===== src/rtl/core/esd_pkg.sv =====
`timescale 1ns / 1ps
// ----------------------------------------------------------------------------
// esd_pkg
// shared types and constants of the escape sequence decoder
// ----------------------------------------------------------------------------
package esd_pkg;

    // decoder mode
    typedef enum logic [1:0] {
        MODE_PLAIN = 2'd0,
        MODE_ESC   = 2'd1,
        MODE_OCT   = 2'd2,
        MODE_HEX   = 2'd3
    } esd_mode_t;

    localparam logic [1:0] OCT_MAX_DIGITS = 2'd3;
    localparam logic [1:0] HEX_MAX_DIGITS = 2'd2;

    // result queue
    localparam int ESD_FIFO_DEPTH = 4;
    localparam int ESD_FIFO_PW    = $clog2(ESD_FIFO_DEPTH);
    localparam int ESD_FIFO_CW    = $clog2(ESD_FIFO_DEPTH + 1);

    typedef struct packed {
        esd_mode_t  mode;
        logic [1:0] digit_count;
        logic [7:0] accum_value;
    } esd_state_t;

    typedef struct packed {
        logic [7:0] out_byte;
        logic       has_byte;
        logic       run_last;
        logic       string_done;
    } esd_result_t;

    typedef struct packed {
        logic                   room;
        logic [ESD_FIFO_CW-1:0] level;
    } esd_fifo_status_t;

endpackage


===== src/rtl/core/esd_decode.sv =====
`timescale 1ns / 1ps
// ----------------------------------------------------------------------------
// esd_decode
// next-state and result logic for one raw byte, up to two results
// ----------------------------------------------------------------------------
module esd_decode import esd_pkg::*; (
    input  esd_state_t  state_i,
    input  logic [7:0]  byte_i,
    input  logic        end_i,
    output esd_state_t  state_o,
    output logic [1:0]  res_n_o,
    output esd_result_t res0_o,
    output esd_result_t res1_o
);

    localparam logic [7:0] CH_BACKSLASH = 8'h5C;
    localparam logic [7:0] CH_A         = 8'h61;
    localparam logic [7:0] CH_B         = 8'h62;
    localparam logic [7:0] CH_N         = 8'h6E;
    localparam logic [7:0] CH_R         = 8'h72;
    localparam logic [7:0] CH_T         = 8'h74;
    localparam logic [7:0] CH_V         = 8'h76;
    localparam logic [7:0] CH_X         = 8'h78;

    logic       is_oct;
    logic       is_hex;
    logic [3:0] hex_val;
    logic [7:0] hex_tmp;
    logic       run_plain;
    logic       first_emit;
    logic [7:0] first_val;
    logic       plain_emit;
    logic       end_emit;
    logic [7:0] end_val;
    logic [1:0] emit_cnt;
    esd_state_t st;

    assign is_oct = (byte_i >= 8'h30) && (byte_i <= 8'h37);

    always_comb begin
        is_hex  = 1'b1;
        hex_tmp = byte_i - 8'h30;
        if ((byte_i >= 8'h30) && (byte_i <= 8'h39)) begin
            hex_tmp = byte_i - 8'h30;
        end else if ((byte_i >= 8'h61) && (byte_i <= 8'h66)) begin
            hex_tmp = byte_i - 8'h57;
        end else if ((byte_i >= 8'h41) && (byte_i <= 8'h46)) begin
            hex_tmp = byte_i - 8'h37;
        end else begin
            is_hex = 1'b0;
        end
        hex_val = hex_tmp[3:0];
    end

    always_comb begin
        st         = state_i;
        run_plain  = 1'b0;
        first_emit = 1'b0;
        first_val  = state_i.accum_value;
        plain_emit = 1'b0;
        end_emit   = 1'b0;

        unique case (state_i.mode)
            MODE_PLAIN: begin
                run_plain = 1'b1;
            end
            MODE_ESC: begin
                st.mode    = MODE_PLAIN;
                first_emit = 1'b1;
                unique case (byte_i)
                    CH_BACKSLASH: first_val = 8'h5C;
                    CH_A:         first_val = 8'h07;
                    CH_B:         first_val = 8'h08;
                    CH_N:         first_val = 8'h0A;
                    CH_R:         first_val = 8'h0D;
                    CH_T:         first_val = 8'h09;
                    CH_V:         first_val = 8'h0B;
                    CH_X: begin
                        first_emit     = 1'b0;
                        st.mode        = MODE_HEX;
                        st.digit_count = 2'd0;
                        st.accum_value = 8'd0;
                    end
                    default: begin
                        first_emit = 1'b0;
                        if (is_oct) begin
                            st.mode        = MODE_OCT;
                            st.digit_count = 2'd1;
                            st.accum_value = {5'd0, byte_i[2:0]};
                        end
                    end
                endcase
            end
            MODE_OCT: begin
                if (is_oct) begin
                    st.accum_value = {state_i.accum_value[4:0], byte_i[2:0]};
                    st.digit_count = state_i.digit_count + 2'd1;
                    if (st.digit_count >= OCT_MAX_DIGITS) begin
                        first_emit = 1'b1;
                        first_val  = st.accum_value;
                        st.mode    = MODE_PLAIN;
                    end
                end else begin
                    first_emit = 1'b1;
                    st.mode    = MODE_PLAIN;
                    run_plain  = 1'b1;
                end
            end
            MODE_HEX: begin
                if (is_hex) begin
                    st.accum_value = {state_i.accum_value[3:0], hex_val};
                    st.digit_count = state_i.digit_count + 2'd1;
                    if (st.digit_count >= HEX_MAX_DIGITS) begin
                        first_emit = 1'b1;
                        first_val  = st.accum_value;
                        st.mode    = MODE_PLAIN;
                    end
                end else begin
                    first_emit = (state_i.digit_count != 2'd0);
                    st.mode    = MODE_PLAIN;
                    run_plain  = 1'b1;
                end
            end
            default: begin
                run_plain = 1'b1;
            end
        endcase

        if (run_plain) begin
            if (byte_i == CH_BACKSLASH) begin
                st.mode        = MODE_ESC;
                st.digit_count = 2'd0;
                st.accum_value = 8'd0;
            end else begin
                plain_emit = 1'b1;
            end
        end

        // open numeric escape closed by the end of the string
        end_val = st.accum_value;
        if (end_i) begin
            end_emit = ((st.mode == MODE_OCT) || (st.mode == MODE_HEX))
                       && (st.digit_count != 2'd0);
            st.mode        = MODE_PLAIN;
            st.digit_count = 2'd0;
            st.accum_value = 8'd0;
        end
    end

    always_comb begin
        emit_cnt = {1'b0, first_emit} + {1'b0, plain_emit} + {1'b0, end_emit};
        res_n_o  = ((emit_cnt == 2'd0) && end_i) ? 2'd1 : emit_cnt;

        res0_o.has_byte    = first_emit || plain_emit || end_emit;
        res0_o.out_byte    = first_emit ? first_val :
                             plain_emit ? byte_i :
                             end_emit   ? end_val : 8'd0;
        res0_o.run_last    = (res_n_o == 2'd1);
        res0_o.string_done = end_i && (res_n_o == 2'd1);

        res1_o.has_byte    = 1'b1;
        res1_o.out_byte    = (first_emit && plain_emit) ? byte_i : end_val;
        res1_o.run_last    = 1'b1;
        res1_o.string_done = end_i;
    end

    assign state_o = st;

endmodule


===== src/rtl/core/esd_result_fifo.sv =====
`timescale 1ns / 1ps
// ----------------------------------------------------------------------------
// esd_result_fifo
// short result queue, takes up to two results a cycle, gives one while out_ready is high
// ----------------------------------------------------------------------------
module esd_result_fifo import esd_pkg::*; (
    input  logic             aclk,
    input  logic             aresetn,
    input  logic [1:0]       push_n,
    input  esd_result_t      push0,
    input  esd_result_t      push1,
    output logic             out_valid,
    input  logic             out_ready,
    output esd_result_t      out_head,
    output esd_fifo_status_t status
);

    esd_result_t            mem [ESD_FIFO_DEPTH];
    logic [ESD_FIFO_PW-1:0] wr_ptr_reg;
    logic [ESD_FIFO_PW-1:0] wr_ptr_next;
    logic [ESD_FIFO_PW-1:0] rd_ptr_reg;
    logic [ESD_FIFO_PW-1:0] rd_ptr_next;
    logic [ESD_FIFO_CW-1:0] count_reg;
    logic [ESD_FIFO_CW-1:0] count_next;
    logic                   pop;

    assign out_valid    = (count_reg != '0);
    assign out_head     = mem[rd_ptr_reg];
    assign pop          = out_valid && out_ready;
    assign status.level = count_reg;
    assign status.room  = (count_reg <= ESD_FIFO_CW'(ESD_FIFO_DEPTH - 2));

    always_comb begin
        wr_ptr_next = wr_ptr_reg + ESD_FIFO_PW'(push_n);
        rd_ptr_next = rd_ptr_reg + ESD_FIFO_PW'(pop);
        count_next  = count_reg + ESD_FIFO_CW'(push_n) - ESD_FIFO_CW'(pop);
    end

    always_ff @(posedge aclk) begin
        if (!aresetn) begin
            wr_ptr_reg <= '0;
            rd_ptr_reg <= '0;
            count_reg  <= '0;
        end else begin
            wr_ptr_reg <= wr_ptr_next;
            rd_ptr_reg <= rd_ptr_next;
            count_reg  <= count_next;
        end
    end

    always_ff @(posedge aclk) begin
        if (push_n != 2'd0) begin
            mem[wr_ptr_reg] <= push0;
        end
        if (push_n == 2'd2) begin
            mem[wr_ptr_reg + ESD_FIFO_PW'(1)] <= push1;
        end
    end

endmodule


===== src/rtl/core/escape_sequence_decoder_unit.sv =====
`timescale 1ns / 1ps
// ----------------------------------------------------------------------------
// escape_sequence_decoder_unit
// streaming decoder for c-style backslash escapes in a byte string
// ----------------------------------------------------------------------------
//  channel  dir  ports                        carries
//  s_       in   tvalid tready tdata tlast    raw byte, end of string
//  m_       out  tvalid tready tdata tuser    decoded byte, has_byte/run_last,
//                tlast                        end of string
//
//  one raw byte is taken per cycle while s_tready is high; a taken byte is
//  decoded from the input register into a four-entry result queue
//  a byte gives zero, one or two results; the queue drains one per cycle
//  while m_tready is high, so a byte with two results takes two transfers
//  input stalls only while a staged byte waits for room for two results
//  aresetn (synchronous, active low) returns the decoder to plain mode and
//  empties the queue
// ----------------------------------------------------------------------------
module escape_sequence_decoder_unit import esd_pkg::*; (
    input  logic       aclk,
    input  logic       aresetn,
    // raw byte channel
    input  logic       s_tvalid,
    output logic       s_tready,
    input  logic [7:0] s_tdata,   // [7:0] in_byte
    input  logic       s_tlast,   // in_end
    // decoded result channel
    output logic       m_tvalid,
    input  logic       m_tready,
    output logic [7:0] m_tdata,   // [7:0] out_byte
    output logic [1:0] m_tuser,   // [0] has_byte, [1] run_last
    output logic       m_tlast    // string_done
);

    // input register
    logic       stage_valid_reg;
    logic [7:0] stage_byte_reg;
    logic       stage_end_reg;

    // decoder state
    esd_state_t state_reg;
    esd_state_t state_next;

    esd_result_t      res0;
    esd_result_t      res1;
    esd_result_t      head;
    logic [1:0]       res_n;
    logic [1:0]       push_n;
    esd_fifo_status_t fifo_status;
    logic             consume;
    logic             s_accept;

    // the staged byte is decoded once the queue can hold both its results
    assign consume  = stage_valid_reg && fifo_status.room;
    assign s_tready = !stage_valid_reg || fifo_status.room;
    assign s_accept = s_tvalid && s_tready;
    assign push_n   = consume ? res_n : 2'd0;

    always_ff @(posedge aclk) begin
        if (!aresetn) begin
            stage_valid_reg <= 1'b0;
        end else if (s_accept) begin
            stage_valid_reg <= 1'b1;
        end else if (consume) begin
            stage_valid_reg <= 1'b0;
        end
    end

    // payload needs no reset
    always_ff @(posedge aclk) begin
        if (s_accept) begin
            stage_byte_reg <= s_tdata;
            stage_end_reg  <= s_tlast;
        end
    end

    // decoder state advances only when a byte is consumed
    always_ff @(posedge aclk) begin
        if (!aresetn) begin
            state_reg.mode        <= MODE_PLAIN;
            state_reg.digit_count <= 2'd0;
            state_reg.accum_value <= 8'd0;
        end else if (consume) begin
            state_reg <= state_next;
        end
    end

    esd_decode u_decode (
        .state_i (state_reg),
        .byte_i  (stage_byte_reg),
        .end_i   (stage_end_reg),
        .state_o (state_next),
        .res_n_o (res_n),
        .res0_o  (res0),
        .res1_o  (res1)
    );

    esd_result_fifo u_fifo (
        .aclk      (aclk),
        .aresetn   (aresetn),
        .push_n    (push_n),
        .push0     (res0),
        .push1     (res1),
        .out_valid (m_tvalid),
        .out_ready (m_tready),
        .out_head  (head),
        .status    (fifo_status)
    );

    assign m_tdata    = head.out_byte;
    assign m_tuser[0] = head.has_byte;
    assign m_tuser[1] = head.run_last;
    assign m_tlast    = head.string_done;

    // queue never holds more than its depth
    a_fifo_bound: assert property (@(posedge aclk) disable iff (!aresetn)
        fifo_status.level <= ESD_FIFO_CW'(ESD_FIFO_DEPTH))
        else $error("result queue over its depth");

    // an end byte always leaves at least one result
    a_end_result: assert property (@(posedge aclk) disable iff (!aresetn)
        (consume && stage_end_reg) |-> (res_n != 2'd0))
        else $error("end of string produced no result");

    // after the end of a string the decoder is back in plain mode
    a_end_plain: assert property (@(posedge aclk) disable iff (!aresetn)
        (consume && stage_end_reg) |=> (state_reg.mode == MODE_PLAIN))
        else $error("decoder not in plain mode after end of string");

endmodule

===== config.mk =====
export PLATFORM = sky130hd
export DESIGN_NAME = escape_sequence_decoder_unit
export DESIGN_NICKNAME = d
export VERILOG_FILES = /design/src/rtl/core/esd_pkg.sv /design/src/rtl/core/esd_decode.sv /design/src/rtl/core/esd_result_fifo.sv /design/src/rtl/core/escape_sequence_decoder_unit.sv
export SDC_FILE = /design/constraint.sdc
export NUM_CORES = 1
export LEC_CHECK = 0
export BUFFER_PORTS_ARGS = -buffer_cell sky130_fd_sc_hd__buf_4
export CAP_MARGIN = 5
export CELL_PAD_IN_SITES_DETAIL_PLACEMENT = 0
export CELL_PAD_IN_SITES_GLOBAL_PLACEMENT = 2
export CORE_MARGIN = 5
export CORE_UTILIZATION = 42
export DETAILED_ROUTE_END_ITERATION = 12
export GPL_ROUTABILITY_DRIVEN = 0
export GPL_TIMING_DRIVEN = 0
export PLACE_DENSITY_LB_ADDON = 0.1
export SYNTH_ARGS = -nofsm -noshare
export SYNTH_HDL_FRONTEND = slang
export SYNTH_HIERARCHICAL = 1
export SYNTH_SLANG_ARGS = --single-unit

===== constraint.sdc =====
create_clock -name aclk -period 5.5 [get_ports aclk]
set_input_delay 0.275 -clock aclk [delete_from_list [all_inputs] [get_ports aclk]]
set_output_delay 0.275 -clock aclk [all_outputs]
set_load 0.05 [all_outputs]

Word-level counts from Yosys, hierarchy flattened
Memory sizes are Yosys's and may differ from the RTL's. A register that Yosys moved wholly into a read port is not among the register bits.
Index checks and enable logic that the tools add are counted.
{"block": "word_totals", "register_bits": 29, "latchBits": 0, "ram_bits": 44, "mem_bits_ro": 0, "output_inout_bits": 13, "wordCells": 119, "mem_count": 1}
{"block": "classes", "n_addsub": 11, "mul": 0, "div": 0, "magnitude_cmp": 10, "n_eq_ne": 15, "shift": 0, "n_mux": 49, "n_bitwise": 0, "n_reduce_logical": 24}
{"name": "u_fifo.mem", "depth": 4, "width": 11, "read_ports": 1, "rd_clocked_by_memory_dff": 1, "wr": 2, "line": "esd_result_fifo.sv:18", "rtl": "esd_result_t mem [ESD_FIFO_DEPTH];"}
{"cell": "8-bit by 7-bit == test with 1-bit output, second input constant", "count": 8}
{"cell": "8-bit 2-to-1 mux", "count": 8}
{"cell": "8-bit case mux with 7 select lines", "count": 1}
{"cell": "12-bit 2-to-1 mux", "count": 4}
{"cell": "12-bit case mux with 3 select lines", "count": 1}
{"cell": "12-bit case mux with 2 select lines", "count": 1}
{"cell": "8-bit case mux with 3 select lines", "count": 1}
{"cell": "10-bit 2-to-1 mux", "count": 2}
{"cell": "1-bit 2-to-1 mux", "count": 19}
{"cell": "8-bit by 7-bit greater-or-equal comparator with 1-bit output, second input constant", "count": 2}
{"cell": "8-bit by 6-bit <= comparator with 1-bit output, second input constant", "count": 2}
{"cell": "8-bit by 7-bit <= comparator with 1-bit output, second input constant", "count": 2}
{"cell": "2-bit 2-to-1 mux", "count": 7}
{"cell": "4-bit 2-to-1 mux", "count": 3}
{"cell": "1-bit logical AND", "count": 11}
{"cell": "2-bit == test, second input constant", "count": 5}
{"cell": "8-bit by 6-bit greater-or-equal comparator with 1-bit output, second input constant", "count": 1}
{"cell": "2-bit nonzero test", "count": 4}
{"cell": "4-bit by 3-bit subtractor with 4-bit output, second input constant", "count": 2}
{"cell": "7-bit OR reduction", "count": 1}
{"cell": "1-bit case mux with 3 select lines", "count": 2}
{"cell": "2-bit by 1-bit adder with 2-bit output", "count": 2}
{"cell": "2-bit by 1-bit adder with 2-bit output, second input constant", "count": 2}
{"cell": "2-bit by 1-bit == test with 1-bit output, second input constant", "count": 2}
{"cell": "11 further kinds", "count": 16}

Logic depth before layout (Yosys ltp)
Gate-level depths: netlist of run 1.
{"block": "depth", "ltp_word": 21, "ltp_mapped": 20}

Hierarchy
The synthesis of run 1 kept the hierarchy.
{"module": "esd_result_fifo", "n_inst": 1, "cells_each": 152, "area_each_um2": 2680.1}
{"module": "esd_decode", "n_inst": 1, "cells_each": 277, "area_each_um2": 1909.3}
{"module": "escape_sequence_decoder_unit", "n_inst": 1, "cells_each": 71, "area_each_um2": 848.3}

Least setup slack after synthesis of run 1
Ideal clock, no wire load.
{"block": "synth_timing", "path_type": "reg2reg", "from": "register stage_byte_reg[0]", "to": "memory u_fifo/mem[0][0] (netlist bit) (enable)", "setup_ns": 0.397, "arrival_ns": 4.296, "required_ns": 5.103, "setup_slack_ns": 0.807, "path_stages_with_launch": 16, "n_path_buf": 0, "path_cell_list": "edfxtp_1 -> inv_1 -> ha_1 -> nand3_1 -> o31ai_1 -> nor2_1 -> nor3_1 -> o221ai_1 -> o21ai_2 -> inv_1 -> fa_1 -> nor2b_1 -> or2_2 -> and3_2 -> nor2_1 -> o31ai_1"}
{"element": "start, declared", "line": "escape_sequence_decoder_unit.sv:37", "rtl": "logic [7:0] stage_byte_reg;"}
{"element": "start signal, assigned", "line": "escape_sequence_decoder_unit.sv:72", "rtl": "stage_byte_reg <= s_tdata;"}
{"element": "end, declared", "line": "esd_result_fifo.sv:18"}

==> results.py, run 1 <==
metrics = {
    "layout": {
        "final_cell_mix": "53 x edfxtp_1, 39 x buf_4, 38 x nand2_1",
        "largest_register_ffs": 44,
        "syn_to_final_growth_pct": 14.98,
        "diodes": 0,
        "post-route-util": 0.4934,
        "layout_commonest_cell": "edfxtp_1",
        "nNetsFinal": 565,
        "drive_gt1_frac": 0.3266,
    },
    "worst_setup_path": {
        "crit_required_ns": 5.49,
        "critPathMaxFanout": 11,
        "crit_path_end_kind": "flip-flop",
        "worstSetupStartpointType": "flip-flop",
        "path_class": "reg -> reg",
        "reg2reg_depth": 16,
        "critPathArrivalTime_ns": 5.14,
    },
    "synth": {
        "syn_inst": 500,
        "ys_seq_area_frac": 0.3663,
        "async_flop_share": 0,
        "synth.distinct_cells": 86,
        "yosys.area_share.adder": 0.03037,
        "synth_seq_cells": 73,
        "synth.area.mux_share": 0.1997,
        "synth_ff_type": "edfxtp_1",
        "yosys_warnings": 6,
        "synth_xor_area_frac": 0.009894,
        "synth_edf_count": 53,
        "synth_top_family_by_area": "multiplexers",
        "synth.avg_cell_area_um2": 10.88,
        "syn_area_um2": 5438,
        "synth_compound_area_frac": 0.1588,
        "synth-simple-area-share": 0.1746,
    },
    "clocking": {
        "holdBufCountCts": 0,
        "cts_tree": "done",
        "cts_sinks": 73,
        "insertion_delay_ns": 0.33,
        "cts_max_path_buffers": 2,
        "clkTransAtPathRegs_ns": 0.06,
        "cts_buffers": 9,
        "htreeDepth": 3,
        "root_buffer": "clkbuf_16",
    },
    "job": {
        "cap_viol_max_count": 0,
    },
    "route": {
        "wl_um": 14980,
        "dr_total_vias": 4247,
        "viasPerCell": 5.923,
        "drtIter0Drc": 436,
        "postRouteAntennaNets": 0,
        "wl_per_cell_um": 20.89,
        "route.detailed.drc": 0,
        "dr.pass1.iters": 5,
    },
    "global_route": {
        "antenna_found_initial": 0,
        "grt_start_max_net_pins": 14,
        "grt_use_total": 0.2039,
        "grt.overflow.total": 0,
        "grt_pass1_wl_um": 23670,
        "grt_pass1_vias": 4263,
    },
    "power_and_ir_drop": {
        "power.leakage_nw": 2.265,
        "power-per-cell-area_nw_per_um2": 288.4,
        "ir_drop_mv": 0.1131,
    },
    "timing": {
        "finalCriticalPeriod_ns": 5.150,
        "finalCritPeriodShare": 0.9364,
        "setup_viol": 0,
        "slew_viol_final": 0,
        "hold_viol": 0,
        "layout_setup_ws_ns": 0.3497,
        "skew_ns": 0.01050,
        "rsz0062_at_grt": "no",
        "setup-tns-final_ns": 0,
        "max_freq_mhz": 194.2,
        "relSlewSlack": 0.4394,
        "tightest_slew_ns": 0.8391,
    },
    "place": {
        "portBuffers": 25,
        "dpl_worst_slack_ns": -0.4034,
        "post-dp-hpwl_um": 11010,
    },
    "floorplan": {
        "core_area_um2": 12670,
        "rows": 41,
        "fp.dieH_um": 123.8,
        "ios": 26,
        "die-area_um2": 15320,
        "die_w_um": 123.8,
        "start_util": 0.4291,
    },
    "status": {
        "status": "complete, no violations",
    },
    "worst_hold_path": {
        "hold_class": "in -> reg",
        "holdPathStages": 1,
    },
}
==> synth_stat cells (8+ instances only) <==
library cell	count	area [um2]
ha_1	10	125.1
dfxtp_1	20	400.4
edfxtp_1	53	1592
o21ai_2	12	105.1
nand3_1	10	50.05
mux2i_1	17	170.2
inv_1	19	71.32
buf_4	12	90.09
nand2_1	38	142.6
a21oi_1	17	85.08
mux2_4	22	330.3
nor2_1	26	97.59
mux4_2	11	247.7
nor2b_1	11	68.82
buf_2	12	60.06
nand4_1	13	81.33
mux2_2	30	337.8
clkbuf_1	8	30.03
o21ai_0	16	80.08
==> through the flow <==
step	instance area, um2	power [mW]	cells	hold WS [ns]
2_1_floorplan	5441	1.046	501	0.3739
3_3_place_gp	5844	1.171	698	0.4484
3_5_place_dp	5861	1.179	699	0.4546
4_1_cts	6198	1.810	716	0.1108
5_1_grt	6252	1.881	717	0.1054
6_report	6252	1.803	717	0.1183
==> worst paths after layout <==
kind,from,to,slack [ns]
worst max-delay path,stage_byte_reg[0],u_fifo/mem[2][8],0.35
worst min-delay path,s_tdata[5],stage_byte_reg[5],0.12
worst max register to register,stage_byte_reg[0],u_fifo/mem[2][8],0.35
worst min register to register,state_reg[3],state_reg[3],0.46
==> cells by family (layout without fill, tap and decap cells) <==
family,count (synthesis),after routing
buffers and inverters,59,103
AND/OR/NAND/NOR,157,157
adder cells (fa/ha/maj),12,12
other,1,2
flip-flops,73,73
AO/OA/AOI/OAI,115,115
XOR/XNOR,3,3
multiplexers,80,80
==> per-layer routing <==
layer  GRT usage  vias to the layer above  wire [um]
met5           0                        -          0
met4     0.07059                        0        376
met3     0.02952                       29        584
met2      0.3552                       99       7498
met1      0.2577                     2116       6515
li1            -                     2003          -
==> critical path, cell delays in order, from the launching register on <==
cell and delay [ns]:
edfxtp_1 0.56, inv_1 0.28, ha_1 0.33, or3b_4 0.43
and3_1 0.19, buf_6 0.13, o21ai_0 0.23, nand3_1 0.12
a21oi_1 0.45, o21ai_4 0.10, inv_1 0.08, fa_1 0.39
or2_2 0.31, and3_2 0.28, and4bb_4 0.39, buf_6 0.19
a21o_2 0.33
==> power by group <==
group / leakage (nW) / switching [mW] / total, mW / internal (mW)
logic: 1.49 / 0.300 / 0.508 / 0.208
clock network: 0.153 / 0.237 / 0.634 / 0.397
registers: 0.626 / 0.0293 / 0.661 / 0.631
total: 2.27 / 0.566 / 1.80 / 1.24
==> repair_timing <==
item	CTS	global route
pin swaps	1	1
endpoints found under the setup margin	52	80
resized for setup	4	8
setup buffers	1	1
==> final cells by class <==
| cell class | instances | area (um2) |
|---|---|---|
| Fill cell | 1168 | 6419 |
| Multi-Input combinational cell | 369 | 3188 |
| Sequential cell | 73 | 1992 |
| Buffer | 38 | 242.7 |
| Clock buffer | 9 | 225.2 |
| Tap cell | 172 | 215.2 |
| Timing Repair Buffer | 28 | 214.0 |
| Clock inverter | 7 | 93.84 |
| Inverter | 21 | 81.33 |
Power figures use the tool's default switching activity.
==> inputs of run 2 (changes only) <==
Settings changed: CORE_UTILIZATION 42 to 40, SYNTH_HIERARCHICAL 1 to unset.
==> results.py, run 2 <==
metrics = {
    "synth": {
        "synthTopCellsByCount": "45 x edfxtp_1, 41 x nor2_1, 34 x o22ai_1",
        "yosysMostFrequentCell": "edfxtp_1",
        "synth_ff_type": "edfxtp_1",
        "async_flop_share": 0,
        "synth_area_leaders": "edfxtp_1 25%, dfxtp_1 11%, mux4_2 4.7%",
        "syn_area_um2": 5308,
        "syn_inst": 560,
        "yosys_warnings": 0,
        "yosys.area.top_type_share": 0.2546,
        "synth_seq_cells": 73,
        "synth_edf_count": 45,
        "ys_seq_area_frac": 0.3602,
        "synth_top_area_cell": "edfxtp_1",
        "synth.avg_cell_area_um2": 9.478,
        "synth.distinct_cells": 88,
        "synth.net_count": 587,
    },
    "clocking": {
        "cts_tree": "done",
        "cts_max_path_buffers": 2,
        "clkTransAtPathRegs_ns": 0.06,
        "insertion_delay_ns": 0.34,
        "htreeDepth": 3,
        "cts_sinks": 73,
        "root_buffer": "clkbuf_16",
        "cts_buffers": 9,
        "holdBufCountCts": 0,
    },
    "layout": {
        "largest_register_ffs": 44,
        "fillCellCount": 1278,
        "drive_gt1_frac": 0.1957,
        "stdcell_count": 774,
        "nNetsFinal": 620,
        "final_cell_mix": "45 x edfxtp_1, 39 x nor2_1, 34 x o22ai_1",
        "diodes": 0,
        "layout_commonest_cell": "edfxtp_1",
        "syn_to_final_growth_pct": 15.37,
        "post-route-util": 0.4661,
    },
    "floorplan": {
        "ios": 26,
        "die-area_um2": 15670,
        "core_area_um2": 13140,
        "die_w_um": 125.2,
        "rows": 42,
        "start_util": 0.4040,
        "fp.dieH_um": 125.2,
    },
    "global_route": {
        "grt.overflow.total": 0,
        "grt_pass1_vias": 4844,
        "grt_start_max_net_pins": 14,
        "grt_use_total": 0.2286,
        "grt_pass1_wl_um": 28160,
        "antenna_found_initial": 0,
    },
    "route": {
        "dr.pass1.iters": 6,
        "drtIter0Drc": 608,
        "dr_total_vias": 4940,
        "viasPerCell": 6.382,
        "wl_per_cell_um": 23.20,
        "postRouteAntennaNets": 0,
        "route.detailed.drc": 0,
        "wl_um": 17960,
    },
    "worst_hold_path": {
        "hold_class": "in -> reg",
        "holdPathStages": 1,
    },
    "place": {
        "placed_cells": 760,
        "portBuffers": 24,
        "dpl_worst_slack_ns": -1.129,
        "post-dp-hpwl_um": 13070,
    },
    "timing": {
        "skew_ns": 0.007109,
        "relSlewSlack": 0.3927,
        "setup_viol": 0,
        "layout_setup_ws_ns": 0.2621,
        "hold_viol": 0,
        "tightest_slew_ns": 0.9109,
        "rsz0062_at_grt": "no",
        "finalCritPeriodShare": 0.9524,
        "finalCriticalPeriod_ns": 5.238,
        "max_freq_mhz": 190.9,
        "slew_viol_final": 0,
    },
    "worst_setup_path": {
        "cp_cell_sequence": "clkbuf_4 > inv_1 > ha_2 > or4b_4 > o22a_2 > a2bb2oi_4 > a2111oi_1 > a211oi_2 > a31oi_4 > buf_6 > fa_2 > a21oi_1 > nor2_2 > a31oi_4 > or2_2 > clkbuf_2 > nor2_1 > o21a_1",
        "critPathMaxFanout": 10,
        "cp_num_cells": 18,
        "path_class": "reg -> reg",
        "slowest_delay_ns": 0.66,
        "crit_path_end_kind": "flip-flop",
        "critPathArrivalTime_ns": 5.44,
        "slowest_stage": "fa_2",
        "worstSetupStartpointType": "flip-flop",
        "reg2reg_depth": 18,
        "crit_buf_inv": 4,
        "cp_top_family": "compound AO/OA/AOI/OAI gates",
        "crit_required_ns": 5.71,
        "path_common_cell": "a31oi_4",
    },
    "job": {
        "cap_viol_max_count": 0,
    },
    "status": {
        "status": "complete, no violations",
    },
    "power_and_ir_drop": {
        "power.leakage_nw": 2.103,
        "power-per-cell-area_nw_per_um2": 310.2,
        "ir_drop_mv": 0.3733,
    },
}
run 2: cell types whose count changed in the layout (fill, tap and decap cells not counted), sizes merged, moves of 12 or more:
cell    previous run  this run
a21oi             17        33
a31oi              3        17
nand4             13         1
nor2              27        41
mux2              52         1
clkbuf            18        33
o22ai              4        34
run 2: where the power goes:
part,leakage (nW),switching (mW),internal (mW)
Clock,0.150,0.229,0.396
Sequential,0.631,0.0343,0.644
Combinational,1.32,0.376,0.220
run 2: repair_timing:
item	in CTS	in global routing
resized for setup	14	13
buffers inserted	0	3
setup endpoints to repair	82	81
pin swaps	0	6
run 2: final timing paths:
path                  endpoint  slack, ns               from
max           u_fifo.mem[3][0]       0.26  stage_byte_reg[1]
min          stage_byte_reg[2]       0.11         s_tdata[2]
max reg2reg   u_fifo.mem[3][0]       0.26  stage_byte_reg[1]
min reg2reg   u_fifo.mem[1][1]       0.46   u_fifo.mem[1][1]
run 2: metal layers:
layer,vias to the layer above,share of wire,track usage
met3,28,0.082,0.05714
met4,0,0.018,0.06059
li1,2267,-,-
met2,250,0.44,0.3474
met5,-,0,0
met1,2395,0.46,0.3264
run 2: per-stage QoR:
step	total power, mW	instance area [um2]	hold WS, ns	TNS [ns]
floorplan	1.114	5308	0.3739	0
global route	1.992	6123	0.1007	0
detailed placement	1.279	5708	0.4533	-59.91
finish	1.899	6123	0.1148	0
global placement	1.269	5708	0.4480	-61.96
CTS	1.910	6065	0.1026	0
run 2: area by class of cell:
class                      instances  area [um2]  area share
buffer                            44       209.0     0.03412
clock buffer                       9       225.2     0.03678
clock inverter                     7       93.84     0.01532
inverter                          20       75.07     0.01226
multi-input combinational        418        3186      0.5202
sequential                        73        1912      0.3122
tap                              176       220.2     0.03596
timing repair buffer              27       202.7     0.03310
run 2: cell families (layout without fill, tap and decap cells):
family | after synthesis | count (layout) | share of synthesized area
adders and majority gates | 14 | 14 | 0.03583
DFF | 73 | 73 | 0.3602
AOI/OAI and AO/OA | 207 | 207 | 0.2980
xor gates and xnor gates | 8 | 8 | 0.01320
buffers and inverters | 69 | 107 | 0.05563
muxes | 20 | 20 | 0.06389
and+or+nand+nor | 169 | 169 | 0.1733
run 2: worst reg2reg max path: stages, from the launching register on:
cell and delay, ns:
edfxtp_1 0.43, clkbuf_4 0.23, inv_1 0.15, ha_2 0.27
or4b_4 0.50, o22a_2 0.28, a2bb2oi_4 0.29, a2111oi_1 0.15
a211oi_2 0.38, a31oi_4 0.21, buf_6 0.21, fa_2 0.66
a21oi_1 0.08, nor2_2 0.24, a31oi_4 0.08, or2_2 0.35
clkbuf_2 0.25, nor2_1 0.21, o21a_1 0.14
==> inputs of run 3 (changes only) <==
Settings changed: CORE_UTILIZATION 40 to 36.
Clock period 5.5 ns to 4.5 ns, I/O delays scaled along.
==> results.py, run 3 (synthesis results as in run 2) <==
metrics = {
    "timing": {
        "hold_slack_ns": 0.05689,
        "rsz0062_at_grt": "yes",
        "setup_viol": 0,
        "finalCritPeriodShare": 0.9880,
        "layout_setup_ws_ns": 0.05396,
        "skew_ns": 0.006496,
        "max_freq_mhz": 224.9,
        "finalCriticalPeriod_ns": 4.446,
        "tightest_slew_ns": 0.9186,
        "hold_viol": 0,
        "relSlewSlack": 0.3876,
        "slew_viol_final": 0,
    },
    "route": {
        "route.detailed.drc": 0,
        "wl_per_cell_um": 23.92,
        "drtIter0Drc": 596,
        "dr_total_vias": 5090,
        "dr.pass1.iters": 5,
        "wl_um": 19230,
        "viasPerCell": 6.331,
        "postRouteAntennaNets": 0,
    },
    "power_and_ir_drop": {
        "power.leakage_nw": 2.252,
        "power-per-cell-area_nw_per_um2": 357.0,
        "ir_drop_mv": 0.2883,
    },
    "layout": {
        "nNetsFinal": 642,
        "fillCellCount": 1411,
        "design_area_um2": 6490,
        "drive_gt1_frac": 0.2548,
        "layout_commonest_cell": "buf_4",
        "largest_register_ffs": 44,
        "diodes": 0,
        "final_cell_mix": "53 x buf_4, 45 x edfxtp_1, 36 x nor2_1",
        "seq_area_um2": 1912,
        "syn_to_final_growth_pct": 22.28,
        "multi_input_comb_area_um2": 3318,
    },
    "floorplan": {
        "rows": 44,
        "die_w_um": 131.4,
        "ios": 26,
        "fp.dieH_um": 131.4,
        "core_area_um2": 14480,
        "start_util": 0.3666,
        "die-area_um2": 17270,
    },
    "worst_setup_path": {
        "reg2reg_slack_ns": 0.05,
        "crit_start": "stage_byte_reg[0]",
        "crit_path_end_kind": "flip-flop",
        "slowest_stage": "or3_1",
        "crit_buf_inv": 4,
        "cp_cell_sequence": "clkbuf_8 > inv_8 > ha_4 > or4b_4 > o22a_4 > o2bb2ai_4 > o311ai_4 > a21o_1 > buf_4 > fa_2 > buf_4 > or3_1 > nand2_4",
        "reg2reg_depth": 13,
        "critPathMaxFanout": 10,
        "crit_required_ns": 4.53,
        "path_common_cell": "buf_4",
        "critPathArrivalTime_ns": 4.48,
        "cp_num_cells": 13,
        "slowest_delay_ns": 0.64,
        "worstSetupStartpointType": "flip-flop",
        "cp_top_family": "simple AND/OR/NAND/NOR gates",
        "rr_startpoint": "stage_byte_reg[0]",
        "path_class": "reg -> reg",
    },
    "global_route": {
        "grt_use_total": 0.2199,
        "antenna_found_initial": 0,
        "grt_start_max_net_pins": 14,
        "grt.overflow.total": 0,
        "grt_pass1_wl_um": 30070,
        "grt_pass1_vias": 4992,
    },
    "clocking": {
        "holdBufCountCts": 0,
        "htreeDepth": 3,
        "root_buffer": "clkbuf_16",
        "insertion_delay_ns": 0.34,
        "cts_max_path_buffers": 2,
        "cts_sinks": 73,
        "cts_buffers": 9,
        "clkTransAtPathRegs_ns": 0.06,
        "cts_tree": "done",
    },
    "worst_hold_path": {
        "min_from": "s_tdata[3]",
        "hold_class": "in -> reg",
        "holdPathStages": 1,
    },
    "place": {
        "portBuffers": 24,
        "dpl_worst_slack_ns": -1.332,
        "dpl_cell_area_um2": 5751,
        "post-dp-hpwl_um": 13540,
    },
    "job": {
        "cap_viol_max_count": 0,
    },
    "status": {
        "status": "complete, no violations",
    },
}
[run 3: cell types whose count changed in the layout (fill, tap and decap cells not counted), moves of 3 or more]
| cell | before | now |
|---|---|---|
| nor2_1 | 39 | 36 |
| buf_4 | 28 | 53 |
| clkbuf_1 | 20 | 17 |
| buf_2 | 14 | 8 |
| buf_6 | 2 | 5 |
[run 3: worst register-to-register path, stage by stage (launching register included)]
cell and delay (ns):
edfxtp_1 0.43, clkbuf_8 0.18, inv_8 0.06, ha_4 0.13, or4b_4 0.48, o22a_4 0.26
o2bb2ai_4 0.19, o311ai_4 0.39, a21o_1 0.19, buf_4 0.20, fa_2 0.51, buf_4 0.18
or3_1 0.64, nand2_4 0.30
[run 3: layer usage]
layer / wire length [um] / global-route usage / part of all wire / vias up
met5: 0 / 0 / 0 / -
met1: 8789 / 0.3156 / 0.46 / 2493
li1: - / - / - / 2307
met2: 8371 / 0.3251 / 0.44 / 264
met4: 370 / 0.07143 / 0.019 / 0
met3: 1700 / 0.05428 / 0.088 / 26
[run 3: final timing paths]
check,endpoint
max,u_fifo.mem[2][7]
min,stage_byte_reg[3]
max reg2reg,u_fifo.mem[2][7]
min reg2reg,u_fifo.mem[1][1]
[run 3: power by group]
| group | switching, mW | internal (mW) |
|---|---|---|
| combinational | 0.475 | 0.298 |
| sequential | 0.0431 | 0.787 |
| clock | 0.286 | 0.428 |
[run 3: cell type report]
class | instances | area share
Tap cell | 184 | 0.03547
Timing Repair Buffer | 52 | 0.06266
Buffer | 41 | 0.03682
Multi-Input combinational cell | 418 | 0.5113
Sequential cell | 73 | 0.2946
Clock buffer | 9 | 0.03470
Clock inverter | 7 | 0.01099
Inverter | 20 | 0.01350
[run 3: what timing repair did]
item                       in CTS  in global routing
gates resized for setup        47                 22
cloned                          0                  0
setup buffers                  19                  9
setup endpoints to repair      85                 81
pin swaps                      15                 10
[run 3: through the flow]
stage               instances  utilization  power (mW)  TNS [ns]
floorplan                 560            -       1.367         0
global placement          768       0.3972       1.562   -109.01
detailed placement        768       0.3972       1.568    -97.43
CTS                       796       0.4400       2.325         0
global route              804       0.4482       2.424  -0.03455
finish                    804       0.4482       2.317         0
